`src/rtl/core/piecewise_stress_strain_eval_unit_assert.svh`:
```
// Assertion macros for the piecewise stress-strain evaluator.
`ifndef PIECEWISE_STRESS_STRAIN_EVAL_UNIT_ASSERT_SVH
`define PIECEWISE_STRESS_STRAIN_EVAL_UNIT_ASSERT_SVH

// Checked only outside reset.
`define PSSE_ASSERT(label, prop, msg) \
  label: assert property (@(posedge clk) disable iff (!rst_n) prop) else $error(msg);

// Checked at every edge, reset included.
`define PSSE_ASSERT_ALWAYS(label, prop, msg) \
  label: assert property (@(posedge clk) prop) else $error(msg);

`endif

```
`src/rtl/core/psse_pkg.sv`:
```
// Types, codes and helper functions shared by the stress-strain evaluator.
`default_nettype none
package psse_pkg;

  localparam logic CMD_EVAL = 1'b0;
  localparam logic CMD_LOAD = 1'b1;

  localparam logic [2:0] REG_YOUNGS   = 3'd0;
  localparam logic [2:0] REG_POISSON  = 3'd1;
  localparam logic [2:0] REG_LINEAR   = 3'd2;
  localparam logic [2:0] REG_PCOUNT   = 3'd3;
  localparam logic [2:0] REG_FAIL_EN  = 3'd4;
  localparam logic [2:0] REG_FAIL_STR = 3'd5;

  localparam logic [47:0] STRESS_POS_MAX = 48'h7FFF_FFFF_FFFF;
  localparam logic [47:0] STRESS_NEG_MAG = 48'h8000_0000_0000;
  localparam logic [63:0] MASK48 = 64'h0000_FFFF_FFFF_FFFF;
  localparam logic [63:0] CAP63  = 64'h8000_0000_0000_0000;

  localparam int MUL_A_W   = 48;
  localparam int MUL_B_W   = 64;
  localparam int MUL_CNT_W = $clog2(MUL_B_W);
  localparam int DIV_N_W   = 80;
  localparam int DIV_D_W   = 33;
  localparam int DIV_CNT_W = $clog2(DIV_N_W);

  localparam logic [1:0] SH_24 = 2'd0;
  localparam logic [1:0] SH_32 = 2'd1;
  localparam logic [1:0] SH_40 = 2'd2;

  localparam logic CAP_SEL_48 = 1'b0;
  localparam logic CAP_SEL_63 = 1'b1;

  typedef struct packed {
    logic               command;
    logic [2:0]         point_index;
    logic [30:0]        point_strain;
    logic [46:0]        point_stress;
    logic signed [31:0] strain;
    logic signed [31:0] transverse_strain_sum;
    logic               force_linear;
  } in_item_t;

  typedef struct packed {
    logic signed [47:0] stress_out;
    logic [47:0]        tangent_modulus;
    logic               failed;
  } out_item_t;

  // Search wave handed from cell to cell.
  typedef struct packed {
    logic        valid;
    logic        done;
    logic        first_hit;
    logic [30:0] prev_strain;
    logic [46:0] prev_stress;
    logic [30:0] lo_strain;
    logic [46:0] lo_stress;
    logic [30:0] hi_strain;
    logic [46:0] hi_stress;
  } wave_t;

  function automatic logic signed [47:0] sat_stress(input logic [47:0] mag, input logic neg);
    logic [47:0] m;
    begin
      if (neg) begin
        m = (mag > STRESS_NEG_MAG) ? STRESS_NEG_MAG : mag;
        sat_stress = $signed(-m);
      end else begin
        m = (mag > STRESS_POS_MAX) ? STRESS_POS_MAX : mag;
        sat_stress = $signed(m);
      end
    end
  endfunction

endpackage
`default_nettype wire

```
`src/rtl/core/psse_cell.sv`:
```
// One table point cell: holds a point and advances the segment search wave.
`default_nettype none
module psse_cell #(
  parameter int IDX   = 1,
  parameter int IDX_W = 3
) (
  input  wire logic                 clk,
  input  wire logic                 rst_n,
  input  wire logic                 wr_en,
  input  wire logic [2:0]           wr_idx,
  input  wire logic [30:0]          wr_strain,
  input  wire logic [46:0]          wr_stress,
  input  wire logic signed [31:0]   eval_strain,
  input  wire logic [IDX_W-1:0]     last_idx,
  input  wire psse_pkg::wave_t      wave_i,
  output psse_pkg::wave_t           wave_o
);

  logic [30:0]     pt_strain_r;
  logic [46:0]     pt_stress_r;
  psse_pkg::wave_t wave_r, wave_nxt;
  logic            le;

  assign le = eval_strain <= $signed({1'b0, pt_strain_r});

  always_comb begin
    wave_nxt = wave_i;
    wave_nxt.prev_strain = pt_strain_r;
    wave_nxt.prev_stress = pt_stress_r;
    if (wave_i.valid && !wave_i.done) begin
      if ((IDX_W'(IDX) == last_idx) || le) begin
        wave_nxt.done      = 1'b1;
        wave_nxt.lo_strain = wave_i.prev_strain;
        wave_nxt.lo_stress = wave_i.prev_stress;
        wave_nxt.hi_strain = pt_strain_r;
        wave_nxt.hi_stress = pt_stress_r;
        wave_nxt.first_hit = (IDX == 1) && le;
      end
    end
  end

  always_ff @(posedge clk) begin
    if (!rst_n) begin
      pt_strain_r <= '0;
      pt_stress_r <= '0;
      wave_r      <= '0;
    end else begin
      wave_r <= wave_nxt;
      if (wr_en && (32'(wr_idx) == IDX)) begin
        pt_strain_r <= wr_strain;
        pt_stress_r <= wr_stress;
      end
    end
  end

  assign wave_o = wave_r;

endmodule
`default_nettype wire

```
`config.mk`:
```
export PLATFORM = sky130hd
export DESIGN_NAME = psse_cell
export DESIGN_NICKNAME = d
export VERILOG_FILES = /design/src/rtl/core/piecewise_stress_strain_eval_unit_assert.svh /design/src/rtl/core/psse_pkg.sv /design/src/rtl/core/psse_cell.sv
export SDC_FILE = /design/constraint.sdc
export NUM_CORES = 1
export LEC_CHECK = 0
export BUFFER_PORTS_ARGS = -buffer_cell sky130_fd_sc_hd__buf_2
export CORE_AREA = 2 2 232 234
export DETAILED_ROUTE_END_ITERATION = 10
export DIE_AREA = 0 0 234 236
export PLACE_DENSITY = 0.56
export SLEW_MARGIN = 15
export SYNTH_ARGS = -nofsm -noshare
export SYNTH_HDL_FRONTEND = slang
export SYNTH_SLANG_ARGS = --single-unit
```
`constraint.sdc`:
```
create_clock -name clk -period 5.9 [get_ports clk]
set_input_delay 1.18 -clock clk [delete_from_list [all_inputs] [get_ports clk]]
set_output_delay 1.18 -clock clk [all_outputs]
set_load 0.02 [all_outputs]
```
==> flow_metrics.env <==
export IMPL_synth_xor_area_share_pct=0
export IMPL_grt_overflow_total=0
export IMPL_synth_area_per_cell_um2=9.13
export IMPL_fmax_ghz=0.269
export IMPL_ys_ff_latch=315
export IMPL_ant_nets=0
export IMPL_initial_utilization_pct=22.3
export IMPL_ys_seq_area_share_pct=53.2
export IMPL_syn_inst=1298
export IMPL_critPathKind="input pin to flip-flop"
export IMPL_peakVddDrop_v=0.000179
export IMPL_num_rows=85
export IMPL_slew_viol_final=0
export IMPL_nets=2246
export IMPL_synth_top_family_by_area="simple AND/OR/NAND/NOR gates"
export IMPL_place_congestion=0.873
export IMPL_ios=593
export IMPL_avgViaCountPerCell=4.06
export IMPL_core_region_area_mm2=0.0531
export IMPL_numCtsBuffers=36
export IMPL_p_leak_nw=9.12
export IMPL_insertion_delay_ns=0.54
export IMPL_pre_cts_slack_ns=1.57
export IMPL_post_route_min_period_ns=3.72
export IMPL_cts_max_path_buffers=3
export IMPL_power_w=0.00501
export IMPL_min_period_over_period_pct=63.0
export IMPL_path_clk_slew_ns=0.06
export IMPL_wl_mm=41.5
export IMPL_ys_async_sr_fraction_pct=0
export IMPL_post_cts_resize_count=0
export IMPL_track_usage_pct=14.2
export IMPL_cts_setup_buffers=0
export IMPL_utilization_pct=31.2
export IMPL_grt_pass1_vias=10556
export IMPL_power_density_mw_per_mm2=303
export IMPL_cts_tree="done"
export IMPL_synth_compound_area_share_pct=6.72
export IMPL_yosys_area_top_type="dfxtp_1"
export IMPL_vias=10489
export IMPL_hold_viol_final=0
export IMPL_cts_max_level=2
export IMPL_synth_most_common_cell="nand2_1"
export IMPL_fp_dieW_um=234
export IMPL_drcViolationCount=0
export IMPL_startpoint_type="input pin"
export IMPL_grt_setup_unrepaired="no"
export IMPL_grt_pass1_wl_mm=60.0
export IMPL_synth_area_mux_share_pct=13.2
export IMPL_maxSlewHeadroom_pct=34.9
export IMPL_grt_start_max_net_pins=168
export IMPL_synth_common_cells="nand2_1 (474), dfxtp_1 (315), mux2i_1 (156), inv_1 (112), a21boi_0 (78)"
export IMPL_cp_arrival_ns=4.17
export IMPL_synth_fa_ha_area_share_pct=3.27
export IMPL_clockRootBuffer="clkbuf_16"
export IMPL_die_area_mm2=0.0552
export IMPL_cp_max_fo=53
export IMPL_yosys_area_share_simple_pct=16.2
export IMPL_clock_sinks=315
export IMPL_synth_top_cell_area_share_pct=53.2
export IMPL_dp_hpwl_mm=31.8
export IMPL_setup_viol_count_final=0
export IMPL_ys_top_cells_by_area="dfxtp_1 (53%), nand2_1 (15%), mux2i_1 (13%)"
export IMPL_grt_antenna_before_repair=7
export IMPL_tightest_slew_ns=0.976
export IMPL_firstDrtPassIters=5
export IMPL_maxCapViolCount=0
export IMPL_fillCellCount=5640
export IMPL_finClkSkew_ns=0.0200
export IMPL_hold_buffers=0
export IMPL_status="complete, no violations"
export IMPL_die_y_um=236
export IMPL_ys_flop_type="dfxtp_1"
export IMPL_io_buffers=592
export IMPL_worst_ep_required_time_ns=6.35
export IMPL_area_growth_pct=39.5
export IMPL_synth_edf_count=0
export IMPL_setup_tns_ns=0
export IMPL_multi_input_comb_area_mm2=0.00470
export IMPL_synth_warnings=0
export IMPL_final_layout_size_suffix_gt1_share_pct=35.0
export IMPL_synth_distinct_cells=38
export IMPL_hp_class="flip-flop to flip-flop"
export IMPL_netlist_area_mm2=0.0119
export IMPL_drt_iter0_markers=312
export IMPL_seq_area_mm2=0.00631
export IMPL_wl_per_cell_um=16.0
export IMPL_layout_setup_ws_ns=2.18
export IMPL_synth_nets=1685
export IMPL_crit_path_end_kind="flip-flop"
## placed cells by master, fill, tap and decap left out, types with 3 or more instances in the layout
cell type,instances
nand4_1,5
a21o_1,3
o21ai_0,6
nor2_1,3
clkbuf_8,5
mux2i_1,156
inv_1,112
a21oi_1,7
buf_2,591
clkinv_2,6
clkbuf_1,7
nand2_1,474
nand3_1,3
buf_12,4
clkbuf_16,37
ha_1,31
dfxtp_1,315
a21boi_0,78
buf_4,6
diode_2,5
## where the power goes
group | internal [W] | leakage (nW) | switching (W) | total [W]
combinational | 0.000246 | 5.98 | 0.000347 | 0.000593
clock | 0.00126 | 0.553 | 0.000902 | 0.00216
sequential | 0.00222 | 2.58 | 0.0000338 | 0.00225
total | 0.00373 | 9.12 | 0.00128 | 0.00501
## critical path: stages
cell and delay (ns):
buf_2 0.10, ha_1 0.29, and4b_1 0.21, and3_1 0.25, nand3_1 0.14, or3_1 0.45
a31oi_4 0.79, buf_12 0.42, mux2i_1 0.27
## metal layers
metal  share of wire, %  global-route usage, %
met3                6.8                   3.59
met2                 49                   24.7
met4                3.4                   5.79
met5              0.072                      0
met1                 41                   16.5
## flip-flops by register name (all words and copies together), names as in the netlist
signal and cells:
wave_o 237, pt_stress_r 47, pt_strain_r 31
## final timing paths
path | startpoint | endpoint | slack (ns) | depth (start not counted)
worst max-delay path | eval_strain[29] | wave_o[99] | 2.18 | 9
worst min-delay path | pt_stress_r[5] | wave_o[161] | 0.45 | 2
worst max register to register | pt_strain_r[28] | wave_o[99] | 2.45 | 9
worst min register to register | pt_stress_r[5] | wave_o[161] | 0.45 | 2
## layout make-up
type	count	area share [%]
sequential	315	38.1
clock buffer	49	6.17
timing repair buffer	602	18.7
multi-input combinational	792	28.4
antenna	5	0.0757
tap	696	5.27
clock inverter	12	0.628
inverter	112	2.54
## stage by stage
stage / hold WS, ns / instance area (µm²) / instances
6_report: 0.446 / 16500 / 2583
5_1_grt: 0.474 / 16500 / 2583
4_1_cts: 0.453 / 16500 / 2578
3_5_place_dp: 0.444 / 15400 / 2517
3_3_place_gp: 0.437 / 15400 / 2517
2_1_floorplan: 0.427 / 11900 / 1298
## cells by family after synthesis
| family | count (synthesis) |
|---|---|
| and+or+nand+nor | 497 |
| buffers and inverters | 191 |
| DFF | 315 |
| adders and majority gates | 31 |
| AOI/OAI and AO/OA | 108 |
| muxes | 156 |
(Power assumes the default switching activity.)
