<file path="config.mk">
export PLATFORM = sky130hd
export DESIGN_NAME = psse_mul
export DESIGN_NICKNAME = d
export VERILOG_FILES = /design/src/rtl/core/piecewise_stress_strain_eval_unit_assert.svh /design/src/rtl/core/psse_pkg.sv /design/src/rtl/core/psse_mul.sv
export SDC_FILE = /design/constraint.sdc
export NUM_CORES = 1
export LEC_CHECK = 0
export ABC_CLOCK_PERIOD_IN_PS = 5610
export BUFFER_PORTS_ARGS = -buffer_cell sky130_fd_sc_hd__clkbuf_2
export CAP_MARGIN = 0
export CORE_UTILIZATION = 40
export CTS_CLUSTER_DIAMETER = 200
export DETAILED_ROUTE_END_ITERATION = 8
export PLACE_DENSITY = 0.6
export SYNTH_ARGS = -nofsm -noshare
export SYNTH_HDL_FRONTEND = slang
export SYNTH_SLANG_ARGS = --single-unit
export TNS_END_PERCENT = 100
</file>
<file path="constraint.sdc">
create_clock -name clk -period 5.61 [get_ports clk]
set_clock_uncertainty 0.2 [all_clocks]
set_input_delay 0.8415 -clock clk [delete_from_list [all_inputs] [get_ports clk]]
set_output_delay 0.8415 -clock clk [all_outputs]
set_load 0.005 [all_outputs]
</file>
<file path="src/rtl/core/piecewise_stress_strain_eval_unit_assert.svh">
// Assertion macros for the piecewise stress-strain evaluator.
`ifndef PIECEWISE_STRESS_STRAIN_EVAL_UNIT_ASSERT_SVH
`define PIECEWISE_STRESS_STRAIN_EVAL_UNIT_ASSERT_SVH

// Checked only outside reset.
`define PSSE_ASSERT(label, prop, msg) \
  label: assert property (@(posedge clk) disable iff (!rst_n) prop) else $error(msg);

// Checked at every edge, reset included.
`define PSSE_ASSERT_ALWAYS(label, prop, msg) \
  label: assert property (@(posedge clk) prop) else $error(msg);

`endif

</file>
<file path="src/rtl/core/psse_pkg.sv">
// Types, codes and helper functions shared by the stress-strain evaluator.
`default_nettype none
package psse_pkg;

  localparam logic CMD_EVAL = 1'b0;
  localparam logic CMD_LOAD = 1'b1;

  localparam logic [2:0] REG_YOUNGS   = 3'd0;
  localparam logic [2:0] REG_POISSON  = 3'd1;
  localparam logic [2:0] REG_LINEAR   = 3'd2;
  localparam logic [2:0] REG_PCOUNT   = 3'd3;
  localparam logic [2:0] REG_FAIL_EN  = 3'd4;
  localparam logic [2:0] REG_FAIL_STR = 3'd5;

  localparam logic [47:0] STRESS_POS_MAX = 48'h7FFF_FFFF_FFFF;
  localparam logic [47:0] STRESS_NEG_MAG = 48'h8000_0000_0000;
  localparam logic [63:0] MASK48 = 64'h0000_FFFF_FFFF_FFFF;
  localparam logic [63:0] CAP63  = 64'h8000_0000_0000_0000;

  localparam int MUL_A_W   = 48;
  localparam int MUL_B_W   = 64;
  localparam int MUL_CNT_W = $clog2(MUL_B_W);
  localparam int DIV_N_W   = 80;
  localparam int DIV_D_W   = 33;
  localparam int DIV_CNT_W = $clog2(DIV_N_W);

  localparam logic [1:0] SH_24 = 2'd0;
  localparam logic [1:0] SH_32 = 2'd1;
  localparam logic [1:0] SH_40 = 2'd2;

  localparam logic CAP_SEL_48 = 1'b0;
  localparam logic CAP_SEL_63 = 1'b1;

  typedef struct packed {
    logic               command;
    logic [2:0]         point_index;
    logic [30:0]        point_strain;
    logic [46:0]        point_stress;
    logic signed [31:0] strain;
    logic signed [31:0] transverse_strain_sum;
    logic               force_linear;
  } in_item_t;

  typedef struct packed {
    logic signed [47:0] stress_out;
    logic [47:0]        tangent_modulus;
    logic               failed;
  } out_item_t;

  // Search wave handed from cell to cell.
  typedef struct packed {
    logic        valid;
    logic        done;
    logic        first_hit;
    logic [30:0] prev_strain;
    logic [46:0] prev_stress;
    logic [30:0] lo_strain;
    logic [46:0] lo_stress;
    logic [30:0] hi_strain;
    logic [46:0] hi_stress;
  } wave_t;

  function automatic logic signed [47:0] sat_stress(input logic [47:0] mag, input logic neg);
    logic [47:0] m;
    begin
      if (neg) begin
        m = (mag > STRESS_NEG_MAG) ? STRESS_NEG_MAG : mag;
        sat_stress = $signed(-m);
      end else begin
        m = (mag > STRESS_POS_MAX) ? STRESS_POS_MAX : mag;
        sat_stress = $signed(m);
      end
    end
  endfunction

endpackage
`default_nettype wire

</file>
<file path="src/rtl/core/psse_mul.sv">
// Shift-add multiplier, one multiplier bit per cycle, shifted and capped result.
`default_nettype none
module psse_mul (
  input  wire logic                          clk,
  input  wire logic                          rst_n,
  input  wire logic                          start,
  input  wire logic [psse_pkg::MUL_A_W-1:0]  a,
  input  wire logic [psse_pkg::MUL_B_W-1:0]  b,
  input  wire logic [1:0]                    sh,
  output logic                               done,
  output logic [47:0]                        res
);

  localparam int AW = psse_pkg::MUL_A_W;
  localparam int BW = psse_pkg::MUL_B_W;
  localparam int CW = psse_pkg::MUL_CNT_W;

  logic             busy_r, fin_r, done_r;
  logic [CW-1:0]    cnt_r;
  logic [AW-1:0]    a_r, hi_r;
  logic [BW-1:0]    lo_r;
  logic [1:0]       sh_r;
  logic [47:0]      res_r;
  logic [AW:0]      sum;
  logic [AW+BW-1:0] prod, shifted;
  logic [6:0]       shamt;

  assign sum  = {1'b0, hi_r} + (lo_r[0] ? {1'b0, a_r} : '0);
  assign prod = {hi_r, lo_r};

  always_comb begin
    case (sh_r)
      psse_pkg::SH_24: shamt = 7'd24;
      psse_pkg::SH_32: shamt = 7'd32;
      psse_pkg::SH_40: shamt = 7'd40;
      default:         shamt = 7'd24;
    endcase
    shifted = prod >> shamt;
  end

  always_ff @(posedge clk) begin
    if (!rst_n) begin
      busy_r <= 1'b0;
      fin_r  <= 1'b0;
      done_r <= 1'b0;
    end else begin
      done_r <= 1'b0;
      if (start) begin
        busy_r <= 1'b1;
        cnt_r  <= '0;
        a_r    <= a;
        hi_r   <= '0;
        lo_r   <= b;
        sh_r   <= sh;
      end else if (busy_r) begin
        hi_r  <= sum[AW:1];
        lo_r  <= {sum[0], lo_r[BW-1:1]};
        cnt_r <= cnt_r + 1'b1;
        if (cnt_r == CW'(BW - 1)) begin
          busy_r <= 1'b0;
          fin_r  <= 1'b1;
        end
      end else if (fin_r) begin
        fin_r  <= 1'b0;
        done_r <= 1'b1;
        res_r  <= (shifted > (AW+BW)'(psse_pkg::STRESS_NEG_MAG)) ?
                  psse_pkg::STRESS_NEG_MAG : shifted[47:0];
      end
    end
  end

  assign done = done_r;
  assign res  = res_r;

endmodule
`default_nettype wire

</file>
==> flow_summary.json <==
{
  "rows": 64,
  "synth-main-ff-cell": "edfxtp_1",
  "start_util": 0.411,
  "finalWeightedCongestion": 0.934,
  "ant_nets": 0,
  "rr_startpoint": "lo_r[0]",
  "maxCapViolations": 0,
  "syn_area_per_cell_sq_um": 11.3,
  "critical_path_class": "flip-flop to flip-flop",
  "portBuffers": 165,
  "worst-path-max-fanout": 29,
  "drtIter0Drc": 773,
  "pre_cts_slack_ns": 0.990,
  "holdPathEnd": "done",
  "slew-limit-headroom": 0.225,
  "die_h_um": 180,
  "io_pins": 166,
  "htreeDepth": 1,
  "firstDrtPassIters": 5,
  "cpMostUsedCell": "a211oi_1",
  "antenna_found_initial": 0,
  "postCtsSetupBuffers": 0,
  "clkSinkCount": 219,
  "path_delay_family": "compound AO/OA/AOI/OAI gates",
  "ys_ff_latch": 219,
  "status": "complete, no violations",
  "drive_above_1_share": 0.239,
  "vias": 9200,
  "fin_ws_ns": 1.04,
  "synth_async_sr_flop_share": 0,
  "core-area_sq_mm": 0.0309,
  "p_total_mw": 4.48,
  "end_kind": "flip-flop",
  "numCtsBuffers": 26,
  "min_path_type": "flip-flop to flip-flop",
  "yosys_warnings": 0,
  "max_freq_mhz": 219,
  "grt_pass1_wl_um": 50800,
  "hp-start": "busy_r",
  "cp-start-kind": "flip-flop",
  "synth_edf_count": 216,
  "setup.worst_path.start": "lo_r[0]",
  "routed_wl_um": 32700,
  "fin_crit_ns": 4.57,
  "drv_slew": 0,
  "nets": 1432,
  "worst_pin_slew_ns": 1.16,
  "clk_pin_slew_ns": 0.06,
  "drc": 0,
  "ff2ff_setup_slack_ns": 1.04,
  "max-vdd-ir-drop_mv": 0.243,
  "worst-path-buf-inv": 0,
  "die_x_um": 180,
  "viasPerCell": 5.48,
  "cp.arrival_ns": 4.66,
  "crit_required_ns": 5.69,
  "netlist_instances": 1126,
  "die_area_sq_mm": 0.0325,
  "finalSetupTns_ns": 0,
  "yosysSeqAreaShare": 0.515,
  "diodes": 0,
  "p_leak_nw": 5.80,
  "fin_crit_sh": 0.815,
  "finalHoldViolCount": 0,
  "grt_setup_unrepaired": "no",
  "grt_max_degree": 87,
  "syn-cell-area_sq_mm": 0.0127,
  "reg2reg_to": "hi_r[43]",
  "postPlaceCellArea_sq_mm": 0.0138,
  "drt-wirelength-per-cell_um": 19.4,
  "grtUsageTotal": 0.198,
  "setup_violations": 0,
  "cts_tree": "done",
  "cts-root-buf": "clkbuf_16",
  "syn_to_final_growth_pct": 15.3,
  "crit_slowest_cell": "edfxtp_1",
  "grt_pass1_vias": 8921,
  "design_area_sq_mm": 0.0146,
  "clk_path_buf_depth": 3,
  "worstHoldPathCells": 1,
  "ys_types": 62,
  "crit_chain": "and2_1, ha_1, fa_1, a211oi_1, nor2_1, o311ai_1, o21ai_0, a211oi_1, nand2b_1, a311oi_1, mux2_2",
  "reg2reg_depth": 11,
  "power.density_mw_per_mm2": 306,
  "clk_latency_ns": 0.54,
  "synth_fp_nets": 1295,
  "hold_buffers": 0,
  "slowest_delay_ns": 0.71,
  "place_hpwl_um": 24300,
  "post_cts_resized": 0,
  "grt_overflow_total": 0
}
[cell families after synthesis]
| logic type | Yosys count | share of synthesized area |
|---|---|---|
| adders and majority gates | 52 | 0.0518 |
| buffers and inverters | 88 | 0.0311 |
| muxes | 138 | 0.121 |
| DFF | 219 | 0.515 |
| AOI/OAI and AO/OA | 226 | 0.112 |
| xor gates and xnor gates | 38 | 0.0262 |
| and+or+nand+nor | 365 | 0.143 |
[placed cells by master, fill, tap and decap left out, drive strengths merged, types with 4 or more instances in the layout]
master	instances
edfxtp	216
clkbuf	195
nor2	115
mux2	88
nand2	71
a21oi	71
and2	65
o21ai	51
ha	51
mux2i	47
inv	26
xnor2	23
a21o	22
nor3	22
a211oi	21
nand3	18
nand4	18
xor2	15
nor2b	14
nor4	12
clkinv	11
o21bai	10
o21a	8
buf	7
a31oi	6
a221oi	5
and3b	4
o31ai	4
[sequential cells by signal (all words and copies together) (netlist names)]
signal / count
lo_r: 64
sh_r: 2
a_r: 48
done: 1
res: 48
busy_r: 1
hi_r: 48
cnt_r: 6
fin_r: 1
[cell usage after synthesis, types with 23 or more instances]
| cell type | instances | area [sq um] |
|---|---|---|
| mux2_2 | 86 | 968 |
| edfxtp_1 | 216 | 6490 |
| inv_1 | 26 | 97.6 |
| clkbuf_1 | 35 | 131 |
| mux2i_1 | 47 | 470 |
| ha_1 | 51 | 638 |
| o21ai_0 | 51 | 255 |
| nand2_1 | 71 | 267 |
| xnor2_1 | 23 | 201 |
| nor2_1 | 115 | 432 |
| and2_1 | 65 | 407 |
| a21oi_1 | 71 | 355 |
[routing by layer]
metal	track usage	vias up	part of all wire
met1	0.279	4387	0.46
li1	-	4481	-
met4	0.0629	0	0.028
met2	0.319	284	0.46
met5	0	-	0
met3	0.0232	48	0.050
[final cells by class]
class	instances	area [sq um]
multi-input combinational	819	5780
fill	2882	16300
sequential	219	6550
inverter	26	100
clock buffer	31	691
clock inverter	17	159
tap	396	495
timing repair buffer	171	873
[how the worst max path moves through the flow]
stage	end	slack, ns	cells after the start
6_report	hi_r[43]	1.04	11
3_3_place_gp	hi_r[43]	1.14	11
5_1_grt	hi_r[43]	0.67	11
2_1_floorplan	res[0]	0.13	4
4_1_cts	hi_r[43]	0.97	11
3_5_place_dp	hi_r[43]	0.99	11
[through the flow]
stage | std cells | hold slack [ns] | utilization
detailed placement | 1631 | 0.254 | 0.446
finish | 1679 | 0.264 | 0.474
CTS | 1679 | 0.255 | 0.474
floorplan | 1126 | 0.217 | -
global route | 1679 | 0.263 | 0.474
global placement | 1631 | 0.248 | 0.446
[power by group]
group / leakage [nW] / total [mW] / switching (mW) / internal [mW]
logic: 3.21 / 0.807 / 0.477 / 0.330
registers: 2.18 / 2.00 / 0.0802 / 1.92
clock network: 0.407 / 1.68 / 0.668 / 1.01
No activity file was read; power rests on OpenSTA's default activity.
