**config.mk**
```make
export PLATFORM = sky130hd
export DESIGN_NAME = psse_div
export DESIGN_NICKNAME = d
export VERILOG_FILES = /design/src/rtl/core/piecewise_stress_strain_eval_unit_assert.svh /design/src/rtl/core/psse_pkg.sv /design/src/rtl/core/psse_div.sv
export SDC_FILE = /design/constraint.sdc
export NUM_CORES = 1
export LEC_CHECK = 0
export CORE_MARGIN = 2
export CORE_UTILIZATION = 40
export CTS_CLUSTER_SIZE = 25
export DETAILED_ROUTE_END_ITERATION = 16
export DONT_BUFFER_PORTS = 1
export GPL_ROUTABILITY_DRIVEN = 1
export PLACE_DENSITY_LB_ADDON = 0.08
export SLEW_MARGIN = 20
export SYNTH_ARGS = -nofsm -noshare
export SYNTH_HDL_FRONTEND = slang
export SYNTH_SLANG_ARGS = --single-unit
```
**constraint.sdc**
```tcl
create_clock -name clk -period 9.8 [get_ports clk]
set_clock_uncertainty 0.05 [all_clocks]
set_input_delay 1.47 -clock clk [delete_from_list [all_inputs] [get_ports clk]]
set_output_delay 1.47 -clock clk [all_outputs]
set_load 0.02 [all_outputs]
```
**src/rtl/core/piecewise_stress_strain_eval_unit_assert.svh**
```systemverilog
// Assertion macros for the piecewise stress-strain evaluator.
`ifndef PIECEWISE_STRESS_STRAIN_EVAL_UNIT_ASSERT_SVH
`define PIECEWISE_STRESS_STRAIN_EVAL_UNIT_ASSERT_SVH

// Checked only outside reset.
`define PSSE_ASSERT(label, prop, msg) \
  label: assert property (@(posedge clk) disable iff (!rst_n) prop) else $error(msg);

// Checked at every edge, reset included.
`define PSSE_ASSERT_ALWAYS(label, prop, msg) \
  label: assert property (@(posedge clk) prop) else $error(msg);

`endif

```
**src/rtl/core/psse_pkg.sv**
```systemverilog
// Types, codes and helper functions shared by the stress-strain evaluator.
`default_nettype none
package psse_pkg;

  localparam logic CMD_EVAL = 1'b0;
  localparam logic CMD_LOAD = 1'b1;

  localparam logic [2:0] REG_YOUNGS   = 3'd0;
  localparam logic [2:0] REG_POISSON  = 3'd1;
  localparam logic [2:0] REG_LINEAR   = 3'd2;
  localparam logic [2:0] REG_PCOUNT   = 3'd3;
  localparam logic [2:0] REG_FAIL_EN  = 3'd4;
  localparam logic [2:0] REG_FAIL_STR = 3'd5;

  localparam logic [47:0] STRESS_POS_MAX = 48'h7FFF_FFFF_FFFF;
  localparam logic [47:0] STRESS_NEG_MAG = 48'h8000_0000_0000;
  localparam logic [63:0] MASK48 = 64'h0000_FFFF_FFFF_FFFF;
  localparam logic [63:0] CAP63  = 64'h8000_0000_0000_0000;

  localparam int MUL_A_W   = 48;
  localparam int MUL_B_W   = 64;
  localparam int MUL_CNT_W = $clog2(MUL_B_W);
  localparam int DIV_N_W   = 80;
  localparam int DIV_D_W   = 33;
  localparam int DIV_CNT_W = $clog2(DIV_N_W);

  localparam logic [1:0] SH_24 = 2'd0;
  localparam logic [1:0] SH_32 = 2'd1;
  localparam logic [1:0] SH_40 = 2'd2;

  localparam logic CAP_SEL_48 = 1'b0;
  localparam logic CAP_SEL_63 = 1'b1;

  typedef struct packed {
    logic               command;
    logic [2:0]         point_index;
    logic [30:0]        point_strain;
    logic [46:0]        point_stress;
    logic signed [31:0] strain;
    logic signed [31:0] transverse_strain_sum;
    logic               force_linear;
  } in_item_t;

  typedef struct packed {
    logic signed [47:0] stress_out;
    logic [47:0]        tangent_modulus;
    logic               failed;
  } out_item_t;

  // Search wave handed from cell to cell.
  typedef struct packed {
    logic        valid;
    logic        done;
    logic        first_hit;
    logic [30:0] prev_strain;
    logic [46:0] prev_stress;
    logic [30:0] lo_strain;
    logic [46:0] lo_stress;
    logic [30:0] hi_strain;
    logic [46:0] hi_stress;
  } wave_t;

  function automatic logic signed [47:0] sat_stress(input logic [47:0] mag, input logic neg);
    logic [47:0] m;
    begin
      if (neg) begin
        m = (mag > STRESS_NEG_MAG) ? STRESS_NEG_MAG : mag;
        sat_stress = $signed(-m);
      end else begin
        m = (mag > STRESS_POS_MAX) ? STRESS_POS_MAX : mag;
        sat_stress = $signed(m);
      end
    end
  endfunction

endpackage
`default_nettype wire

```
**src/rtl/core/psse_div.sv**
```systemverilog
// Restoring divider, one quotient bit per cycle, saturated quotient.
`default_nettype none
module psse_div (
  input  wire logic                          clk,
  input  wire logic                          rst_n,
  input  wire logic                          start,
  input  wire logic [psse_pkg::DIV_N_W-1:0]  num,
  input  wire logic [psse_pkg::DIV_D_W-1:0]  den,
  input  wire logic                          cap_wide,
  output logic                               done,
  output logic [63:0]                        quo
);

  localparam int NW = psse_pkg::DIV_N_W;
  localparam int DW = psse_pkg::DIV_D_W;
  localparam int CW = psse_pkg::DIV_CNT_W;

  logic          busy_r, fin_r, done_r, cap_r;
  logic [CW-1:0] cnt_r;
  logic [DW-1:0] rem_r, den_r;
  logic [NW-1:0] q_r;
  logic [63:0]   res_r;
  logic [DW:0]   shifted, diff;
  logic          ge;

  assign shifted = {rem_r, q_r[NW-1]};
  assign ge      = shifted >= {1'b0, den_r};
  assign diff    = shifted - {1'b0, den_r};

  always_ff @(posedge clk) begin
    if (!rst_n) begin
      busy_r <= 1'b0;
      fin_r  <= 1'b0;
      done_r <= 1'b0;
    end else begin
      done_r <= 1'b0;
      if (start) begin
        busy_r <= 1'b1;
        cnt_r  <= '0;
        rem_r  <= '0;
        q_r    <= num;
        den_r  <= den;
        cap_r  <= cap_wide;
      end else if (busy_r) begin
        rem_r <= ge ? diff[DW-1:0] : shifted[DW-1:0];
        q_r   <= {q_r[NW-2:0], ge};
        cnt_r <= cnt_r + 1'b1;
        if (cnt_r == CW'(NW - 1)) begin
          busy_r <= 1'b0;
          fin_r  <= 1'b1;
        end
      end else if (fin_r) begin
        fin_r  <= 1'b0;
        done_r <= 1'b1;
        if (cap_r == psse_pkg::CAP_SEL_63) begin
          res_r <= (|q_r[NW-1:63]) ? psse_pkg::CAP63 : q_r[63:0];
        end else begin
          res_r <= (|q_r[NW-1:48]) ? psse_pkg::MASK48 : {16'b0, q_r[47:0]};
        end
      end
    end
  end

  assign done = done_r;
  assign quo  = res_r;

endmodule
`default_nettype wire

```
==> out/results.ini, run 1 <==
[route]
vias_per_cell = 5.37
num_vias = 6474
drc_errors = 0
drtAntennaViolNets = 0
routed_wl_um = 23000
drt_iter0_markers = 459
wl_per_cell_um = 19.1
drtPass1Iterations = 5

[setup_path]
required_ns = 10.02
max_stage_delay_ns = 0.50
cpMaxStageDelayCell = a2111oi_4
crit_path_cell_trace = inv_1 > ha_1 > inv_1 > fa_1 > a21o_1 > a221oi_2 > o211ai_1 > a221o_1 > o21a_1 > a2111oi_4 > o31ai_4 > buf_4 > mux2i_1 > nor2_1
crit_arrival_ns = 4.57
crit_path_start_kind = flip-flop
worst_setup_path_end_kind = flip-flop
ff2ff_path_depth = 14
crit_type = flip-flop to flip-flop
crit_path_max_fanout = 25
crit_path_frequent_cell = inv_1

[pwr]
p_clk_frac = 0.388
p_int_uw = 1820
switching_share = 0.248
p_sw_uw = 602
cellPowerDensity_nw_per_um2 = 203
leakagePower_uw = 0.00446
vdd_drop_max_uv = 144
pwr-share-comb = 0.143
seqPwrFrac = 0.469

[global_route]
grt-ovfl-total = 0
grt_pass1_wl_um = 36300
antenna_found_initial = 1
grt_pass1_vias = 6418
grt_max_degree = 131
grt_use_total = 0.161

[floorplanning]
start_util = 0.403
row_count = 60
die_h_um = 168
ios = 182
dieWidth_um = 168
coreArea_sq_um = 26700
fp.dieArea_sq_um = 28300

[timing]
final.setup.tns_ns = 0
worst_pin_slew_ns = 1.00
slew_headroom = 0.333
max_freq_mhz = 230
hold_viol_final = 0
min_period_ns = 4.35
slew_viol_final = 0
finalSetupViolCount = 0
rsz0062_at_grt = no
finalCritPeriodShare = 0.444

[cts]
clk_latency_ns = 0.53
cts_hold_buf = 0
cts_resized = 0
clock_path_buffers = 3
root_buffer = clkbuf_16
cts_tree = yes
post_cts_buffers = 0
htree_levels = 1
path_clk_slew_ns = 0.06
cts_buffers = 26
clock-sinks = 221

[synthesis]
netlist_area_sq_um = 10800
ys_warn_count = 0
synth_edf_count = 218
yosysUniqueCellTypes = 58
syn_inst = 849
ys_async_sr_fraction = 0
synth_seq_area_share = 0.613
synth_fp_nets = 1001
synth_flop_cell = edfxtp_1
yosys_register_bits = 221
synth_area_per_cell_sq_um = 12.7

[min_path]
whs_path_depth = 1
hp-class = flip-flop to flip-flop

[place]
portBuffers = 0
dpl_cell_area_sq_um = 11100
hpwlAfterDp_um = 15500
gp_congestion = 0.836

[final_layout]
n_fill_cell = 2421
mostFrequentLayoutCells = 218 x edfxtp_1, 123 x nand2_1, 80 x mux2_2, 56 x nor2_1, 43 x inv_1
area_delta_synth_final_pct = 10.9
n_antenna_cell = 0
drive_above_1_share = 0.157
finish.instance_area_sq_um = 11900
final_util = 0.447
layout.nets = 998
final_common_cell = edfxtp_1

[status]
outcome = complete, no violations

[flow_run]
maxCapViolCount = 0

cell families after synthesis:
group | share of synthesized area
buffers and inverters | 0.0302
XOR/XNOR | 0.0252
multiplexers | 0.104
AO/OA/AOI/OAI | 0.0726
adder cells (fa/ha/maj) | 0.0414
flip-flops | 0.613
AND/OR/NAND/NOR | 0.113
Yosys cell counts, types with 7 or more instances:
cell type  number  area (sq um)
nor2b_1         7          43.8
and3_1         20           125
o21ai_0        18          90.1
nand4_1         9          56.3
inv_1          44           165
mux2_2         80           901
edfxtp_1      218          6550
nor4_1         10          62.6
clkbuf_1       28           105
xnor2_1        17           149
nor3_1          8          40.0
o31ai_1         8          60.1
a21oi_1        36           180
nand2_1       123           462
mux2i_1        22           220
ha_1           34           425
nand3_1         7          35.0
a31oi_1         7          43.8
nor2_1         56           210
xor2_1         14           123
layout make-up:
| class | count | area [sq um] | share of cell area |
|---|---|---|---|
| Sequential cell | 221 | 6610 | 0.553 |
| Inverter | 45 | 171 | 0.0144 |
| Tap cell | 341 | 427 | 0.0357 |
| Clock buffer | 32 | 673 | 0.0564 |
| Multi-Input combinational cell | 546 | 3860 | 0.324 |
| Timing Repair Buffer | 6 | 45.0 | 0.00377 |
| Clock inverter | 14 | 153 | 0.0128 |
metal layers:
| metal | GRT usage | wire [um] | vias to the layer above |
|---|---|---|---|
| met5 | 0 | 16 | - |
| met4 | 0.0390 | 410 | 2 |
| met3 | 0.0353 | 1270 | 37 |
| met2 | 0.250 | 10200 | 181 |
| met1 | 0.230 | 11100 | 3140 |
| li1 | - | - | 3114 |
power by group through the flow:
stage / Sequential (uW) / Clock, uW / Combinational (uW)
floorplan: 1150 / 0 / 290
global placement: 1150 / 0 / 340
detailed placement: 1150 / 0 / 348
CTS: 1140 / 972 / 350
global route: 1140 / 1010 / 391
finish: 1140 / 940 / 347
critical path, delay by kind of cell (launching register included):
family	cells	cell delay, ns
AO/OA/AOI/OAI	7	2.20
adder cells (fa/ha/maj)	2	0.61
buffers and inverters	3	0.50
flip-flops	1	0.41
multiplexers	1	0.21
AND/OR/NAND/NOR	1	0.05
sequential cells by signal (all words and copies together), names as in the netlist:
name    cells
fin_r       1
cnt_r       7
cap_r       1
busy_r      1
den_r      33
q_r        80
quo        64
rem_r      33
done        1
metrics by stage:
| stage | setup slack (ns) | hold slack, ns | power, uW | cells |
|---|---|---|---|---|
| after global placement | 5.70 | 0.403 | 1490 | 1159 |
| after CTS | 5.49 | 0.423 | 2460 | 1205 |
| after detailed placement | 5.53 | 0.408 | 1500 | 1159 |
| after global routing | 5.22 | 0.435 | 2540 | 1205 |
| final | 5.45 | 0.422 | 2420 | 1205 |
| after floorplan | 2.90 | 0.367 | 1440 | 849 |
final timing paths:
| path | slack (ns) | start | endpoint |
|---|---|---|---|
| worst max register to register | 5.45 | q_r[79] | rem_r[17] |
| worst max-delay path | 5.45 | q_r[79] | rem_r[17] |
| worst min register to register | 0.42 | busy_r | done |
| worst min-delay path | 0.42 | busy_r | done |
Power figures use the tool's default switching activity.
==> run 2: changes to the inputs <==
- ABC_AREA: unset -> 1
- clock period: 9.8 -> 3.95 ns (I/O delays scaled with it)
==> out/results.ini, run 2 <==
[status]
outcome = complete, no violations

[global_route]
grt_pass1_wl_um = 46600
grt_pass1_vias = 8543
grt_max_degree = 154
antenna_found_initial = 4
grt-ovfl-total = 0
grt_use_total = 0.190

[pwr]
leakagePower_uw = 0.00598
vdd_drop_max_uv = 295
cellPowerDensity_nw_per_um2 = 453

[floorplanning]
die_h_um = 178
ios = 182
row_count = 63
start_util = 0.407
dieWidth_um = 178
fp.dieArea_sq_um = 31600
coreArea_sq_um = 29700

[synthesis]
yosys_register_bits = 221
ys_warn_count = 0
synth_edf_count = 218
yosysTopAreaCell = edfxtp_1
yosysTopAreaCellShare = 0.541
ys_async_sr_fraction = 0
netlist_area_sq_um = 12100
synth_fp_nets = 1548
synth_area_per_cell_sq_um = 8.67
yosysUniqueCellTypes = 41
yosys-top-cells-area = edfxtp_1 54%, nand2_1 13%, inv_1 8.3%, o21ai_0 4.8%, nor2_1 3.8%
syn_inst = 1396
synth_seq_area_share = 0.546
synth_common_cells = 420 x nand2_1, 266 x inv_1, 218 x edfxtp_1
synth_flop_cell = edfxtp_1
synth_most_common_cell = nand2_1

[final_layout]
n_fill_cell = 2957
final_util = 0.444
layout.cells.non_filler = 1800
final_common_cell = nand2_1
mostFrequentLayoutCells = 420 x nand2_1, 265 x inv_1, 218 x edfxtp_1, 121 x nor2_1, 116 x o21ai_0
area_delta_synth_final_pct = 9.20
drive_above_1_share = 0.0760
regMostFlops = q_r
largest_register_ffs = 80
layout.nets = 1541

[cts]
cts_tree = yes
cts_hold_buf = 0
htree_levels = 1
post_cts_buffers = 0
path_clk_slew_ns = 0.06
root_buffer = clkbuf_16
cts_buffers = 25
clk_latency_ns = 0.53
cts_resized = 0
clock_path_buffers = 3
clock-sinks = 221

[setup_path]
crit_type = flip-flop to flip-flop
critPathTopFamily = simple AND/OR/NAND/NOR gates
crit_path_start_kind = flip-flop
r2r_start = q_r[79]
crit_path_max_fanout = 25
crit_arrival_ns = 3.08
rrSetupSlack_ns = 1.21
required_ns = 4.28
crit_path_cell_trace = inv_1 > ha_1 > inv_1 > fa_1 > nand3_1 > nand3_2 > nand2_2 > a21oi_2 > nor2_4 > nor2_1 > nor2_1
cpMaxStageDelayCell = nor2_4
crit_buf_inv = 2
max_stage_delay_ns = 0.62
worstReg2RegEnd = rem_r[31]
ff2ff_path_depth = 11
worst_setup_path_end_kind = flip-flop

[min_path]
hold-path-endpoint = den_r[21]
whs_path_depth = 0
hp-class = input pin to flip-flop
min_from = den[21]

[place]
hpwlAfterDp_um = 20800
portBuffers = 0
placed_cells = 1752
preCtsSetupSlack_ns = 1.15
gp_congestion = 0.882

[timing]
slew_headroom = 0.387
hold_viol_final = 0
finalCritPeriodShare = 0.695
finalSetupViolCount = 0
slew_viol_final = 0
fin_ws_ns = 1.21
rsz0062_at_grt = no
final.setup.tns_ns = 0
min_period_ns = 2.74
max_freq_mhz = 364
worst_pin_slew_ns = 0.919

[route]
wl_per_cell_um = 16.5
drt_iter0_markers = 631
routed_wl_um = 29700
drtAntennaViolNets = 0
vias_per_cell = 4.78
drc_errors = 0
drtPass1Iterations = 5
num_vias = 8595

[flow_run]
maxCapViolCount = 0

-- run 2: cell count changes after synthesis, sizes merged, moves of 9 or more --
cell,before,now
nand2,123,436
inv,44,270
o21ai,19,117
nor2,56,139
mux2,80,0
nand3,7,57
mux2i,22,0
and3,20,1
a21oi,36,20
xnor2,17,1
a211oi,9,0
and2,2,11
o31ai,9,0
-- run 2: metal layers --
metal	global-route usage	share of wire	wire length, um
met3	0.0626	0.081	2410
met5	0	0.00037	11
met1	0.249	0.45	13200
met2	0.306	0.46	13600
met4	0.0406	0.015	436
-- run 2: worst max path at each step --
stage               cells past startpoint  startpoint  slack (ns)   endpoint
global route                           11     q_r[79]        0.91  rem_r[31]
CTS                                    11     q_r[79]        1.15  rem_r[31]
finish                                 11     q_r[79]        1.21  rem_r[31]
detailed placement                     10     q_r[79]        1.15     q_r[0]
floorplan                               3       start        0.34     quo[0]
global placement                       10     q_r[79]        1.20     q_r[0]
-- run 2: kinds of logic after synthesis --
group	Yosys count	synth area share
DFF	221	0.546
AOI/OAI and AO/OA	141	0.0597
xor gates and xnor gates	15	0.0109
buffers and inverters	313	0.103
adders and majority gates	35	0.0368
and+or+nand+nor	671	0.243
-- run 2: worst register-to-register path: stages, from the launching register on --
cell and delay, ns:
edfxtp_1 0.42, inv_1 0.10, ha_1 0.14, inv_1 0.08
fa_1 0.45, nand3_1 0.14, nand3_2 0.13, nand2_2 0.14
a21oi_2 0.10, nor2_4 0.62, nor2_1 0.11, nor2_1 0.13
-- run 2: cell type report --
type	instances	area (sq um)	area share
inverter	273	1030	0.0777
clock inverter	16	115	0.00871
timing repair buffer	6	57.6	0.00436
multi-input combinational	862	4270	0.323
clock buffer	29	641	0.0485
sequential	221	6610	0.500
tap	390	488	0.0369
antenna	3	7.51	0.000568
-- run 2: power breakdown --
part           internal [uW]  total [uW]  leakage [uW]  switching [uW]
logic                    328        1030       0.00357             700
clock network           1230        2160      0.000356             938
registers               2740        2790       0.00206            49.4
-- run 2: through the flow --
stage	power, uW	hold slack, ns	area [sq um]
6_report	5990	0.106	13200
5_1_grt	6320	0.0801	13200
4_1_cts	6070	0.0804	13200
3_5_place_dp	3880	0.466	12400
3_3_place_gp	3870	0.472	12400
2_1_floorplan	3640	0.443	12100
==> run 3: changes to the inputs <==
- clock period: 3.95 -> 2.3 ns (I/O delays scaled with it)
==> out/results.ini, run 3 (synthesized netlist as in run 2, its figures left out) <==
[status]
outcome = finished with violations
violations = setup timing

[global_route]
grt_pass1_vias = 9767
antenna_found_initial = 0
grt_max_degree = 91
grt_pass1_wl_um = 51500
grt_use_total = 0.208
grt-ovfl-total = 0

[pwr]
vdd_drop_max_uv = 653
pwr-share-comb = 0.218
power_uw = 11600
switching_share = 0.282
p_clk_frac = 0.366
p_sw_uw = 3260
cellPowerDensity_nw_per_um2 = 708
p_int_uw = 8310
leakagePower_uw = 0.00728
seqPwrFrac = 0.416

[final_layout]
seq_area_sq_um = 6610
multi_input_area_sq_um = 4710
area_delta_synth_final_pct = 35.2
regMostFlops = q_r
final_common_cell = nand2_1
mostFrequentLayoutCells = 401 x nand2_1, 259 x inv_1, 218 x edfxtp_1, 174 x dlygate4sd3_1, 116 x o21ai_0
drive_above_1_share = 0.164
layout.cells.non_filler = 2059
n_fill_cell = 2706
n_antenna_cell = 0
largest_register_ffs = 80
layout.nets = 1801

[floorplanning]
start_util = 0.407
die_h_um = 178
row_count = 63
coreArea_sq_um = 29700
fp.dieArea_sq_um = 31600
ios = 182
dieWidth_um = 178

[route]
drtAntennaViolNets = 0
drtPass1Iterations = 5
routed_wl_um = 33600
wl_per_cell_um = 16.3
num_vias = 9787
vias_per_cell = 4.75
drc_errors = 0
drt_iter0_markers = 548

[timing]
min_period_ns = 2.32
max_freq_mhz = 432
slew_viol_final = 0
slew_headroom = 0.526
hold_viol_final = 0
finalCritPeriodShare = 1.01
worst_pin_slew_ns = 0.706
fin_ws_ns = -0.0166
finalSetupViolCount = 4
rsz0062_at_grt = yes

[place]
preCtsSetupSlack_ns = -0.127
placed_cells = 1824
portBuffers = 0
gp_congestion = 0.885
hpwlAfterDp_um = 22200

[cts]
clk_latency_ns = 0.56
path_clk_slew_ns = 0.06
htree_levels = 1
cts_tree = yes
clock_path_buffers = 3
clock-sinks = 221
root_buffer = clkbuf_16
cts_buffers = 26

[min_path]
hp-class = input pin to flip-flop

[setup_path]
crit_path_start_kind = flip-flop
crit_path_max_fanout = 7
worst_setup_path_end_kind = flip-flop
crit_arrival_ns = 2.58
crit_type = flip-flop to flip-flop
required_ns = 2.56

[flow_run]
maxCapViolCount = 0

[run 3: cell count changes in the layout (fill, tap and decap cells not counted), moves of 15 or more]
| cell | delta |
|---|---|
| dlygate4sd3_1 | +174 |
| buf_4 | +69 |
| ha_1 | -22 |
| ha_4 | +21 |
| nand2_1 | -19 |
| nand2_2 | +17 |
| nor2_1 | -17 |
| nor2_2 | +15 |
[run 3: layer usage]
metal,global-route usage,share of wire
met5,0,0
met4,0.0516,0.022
met3,0.0482,0.061
met2,0.352,0.48
met1,0.270,0.44
[run 3: metrics by stage]
step | util | hold WS [ns] | instance area [sq um] | setup TNS (ns)
2_1_floorplan | - | 0.394 | 12200 | -139.21
3_3_place_gp | 0.441 | 0.394 | 13100 | -2.01
3_5_place_dp | 0.441 | 0.394 | 13100 | -0.660
4_1_cts | 0.533 | 0.0174 | 15800 | -0.0164
5_1_grt | 0.550 | 0.0334 | 16400 | -2.51
6_report | 0.550 | 0.0512 | 16400 | -0.0281
[run 3: path summary, 6_finish.rpt]
| check | startpoint | end | slack (ns) | cells after the start |
|---|---|---|---|---|
| worst min-delay path | start | cnt_r[4] | 0.05 | 3 |
| worst max-delay path | q_r[79] | rem_r[7] | -0.02 | 14 |
| worst min register to register | q_r[77] | q_r[78] | 0.49 | 2 |
| worst max register to register | q_r[79] | rem_r[7] | -0.02 | 14 |
[run 3: final cells by class]
| class | instances | area share |
|---|---|---|
| flip-flops and latches | 221 | 0.404 |
| clock buffers | 37 | 0.0460 |
| well taps | 390 | 0.0298 |
| inverters | 273 | 0.0627 |
| clock inverters | 11 | 0.00781 |
| multi-input cells | 862 | 0.288 |
| repair buffers | 265 | 0.162 |
[run 3: worst max-delay path, stage by stage (launching register included)]
cell	delay, ns
edfxtp_1	0.40
inv_2	0.10
ha_4	0.12
inv_2	0.04
fa_2	0.38
buf_6	0.13
nand3_2	0.06
nand3_2	0.09
nand2_4	0.10
nand2_4	0.07
nand2_8	0.15
clkbuf_16	0.19
nand3_2	0.06
nand2_1	0.07
nor2_1	0.05
[run 3: power by group through the flow]
stage               clock [uW]  sequential, uW  combinational (uW)
global placement             0            4880                2020
detailed placement           0            4880                2020
floorplan                    0            4860                1400
CTS                       4340            4800                2350
global route              4460            4840                2820
finish                    4230            4820                2520
[run 3: timing repair]
action / in CTS / in global routing
endpoints found under the hold margin: 120 / 0
hold buffers: 175 / 0
gates resized for setup: 14 / 73
cloned: 0 / 3
pin swaps: 0 / 27
setup endpoints to repair: 29 / 82
setup buffers: 0 / 9
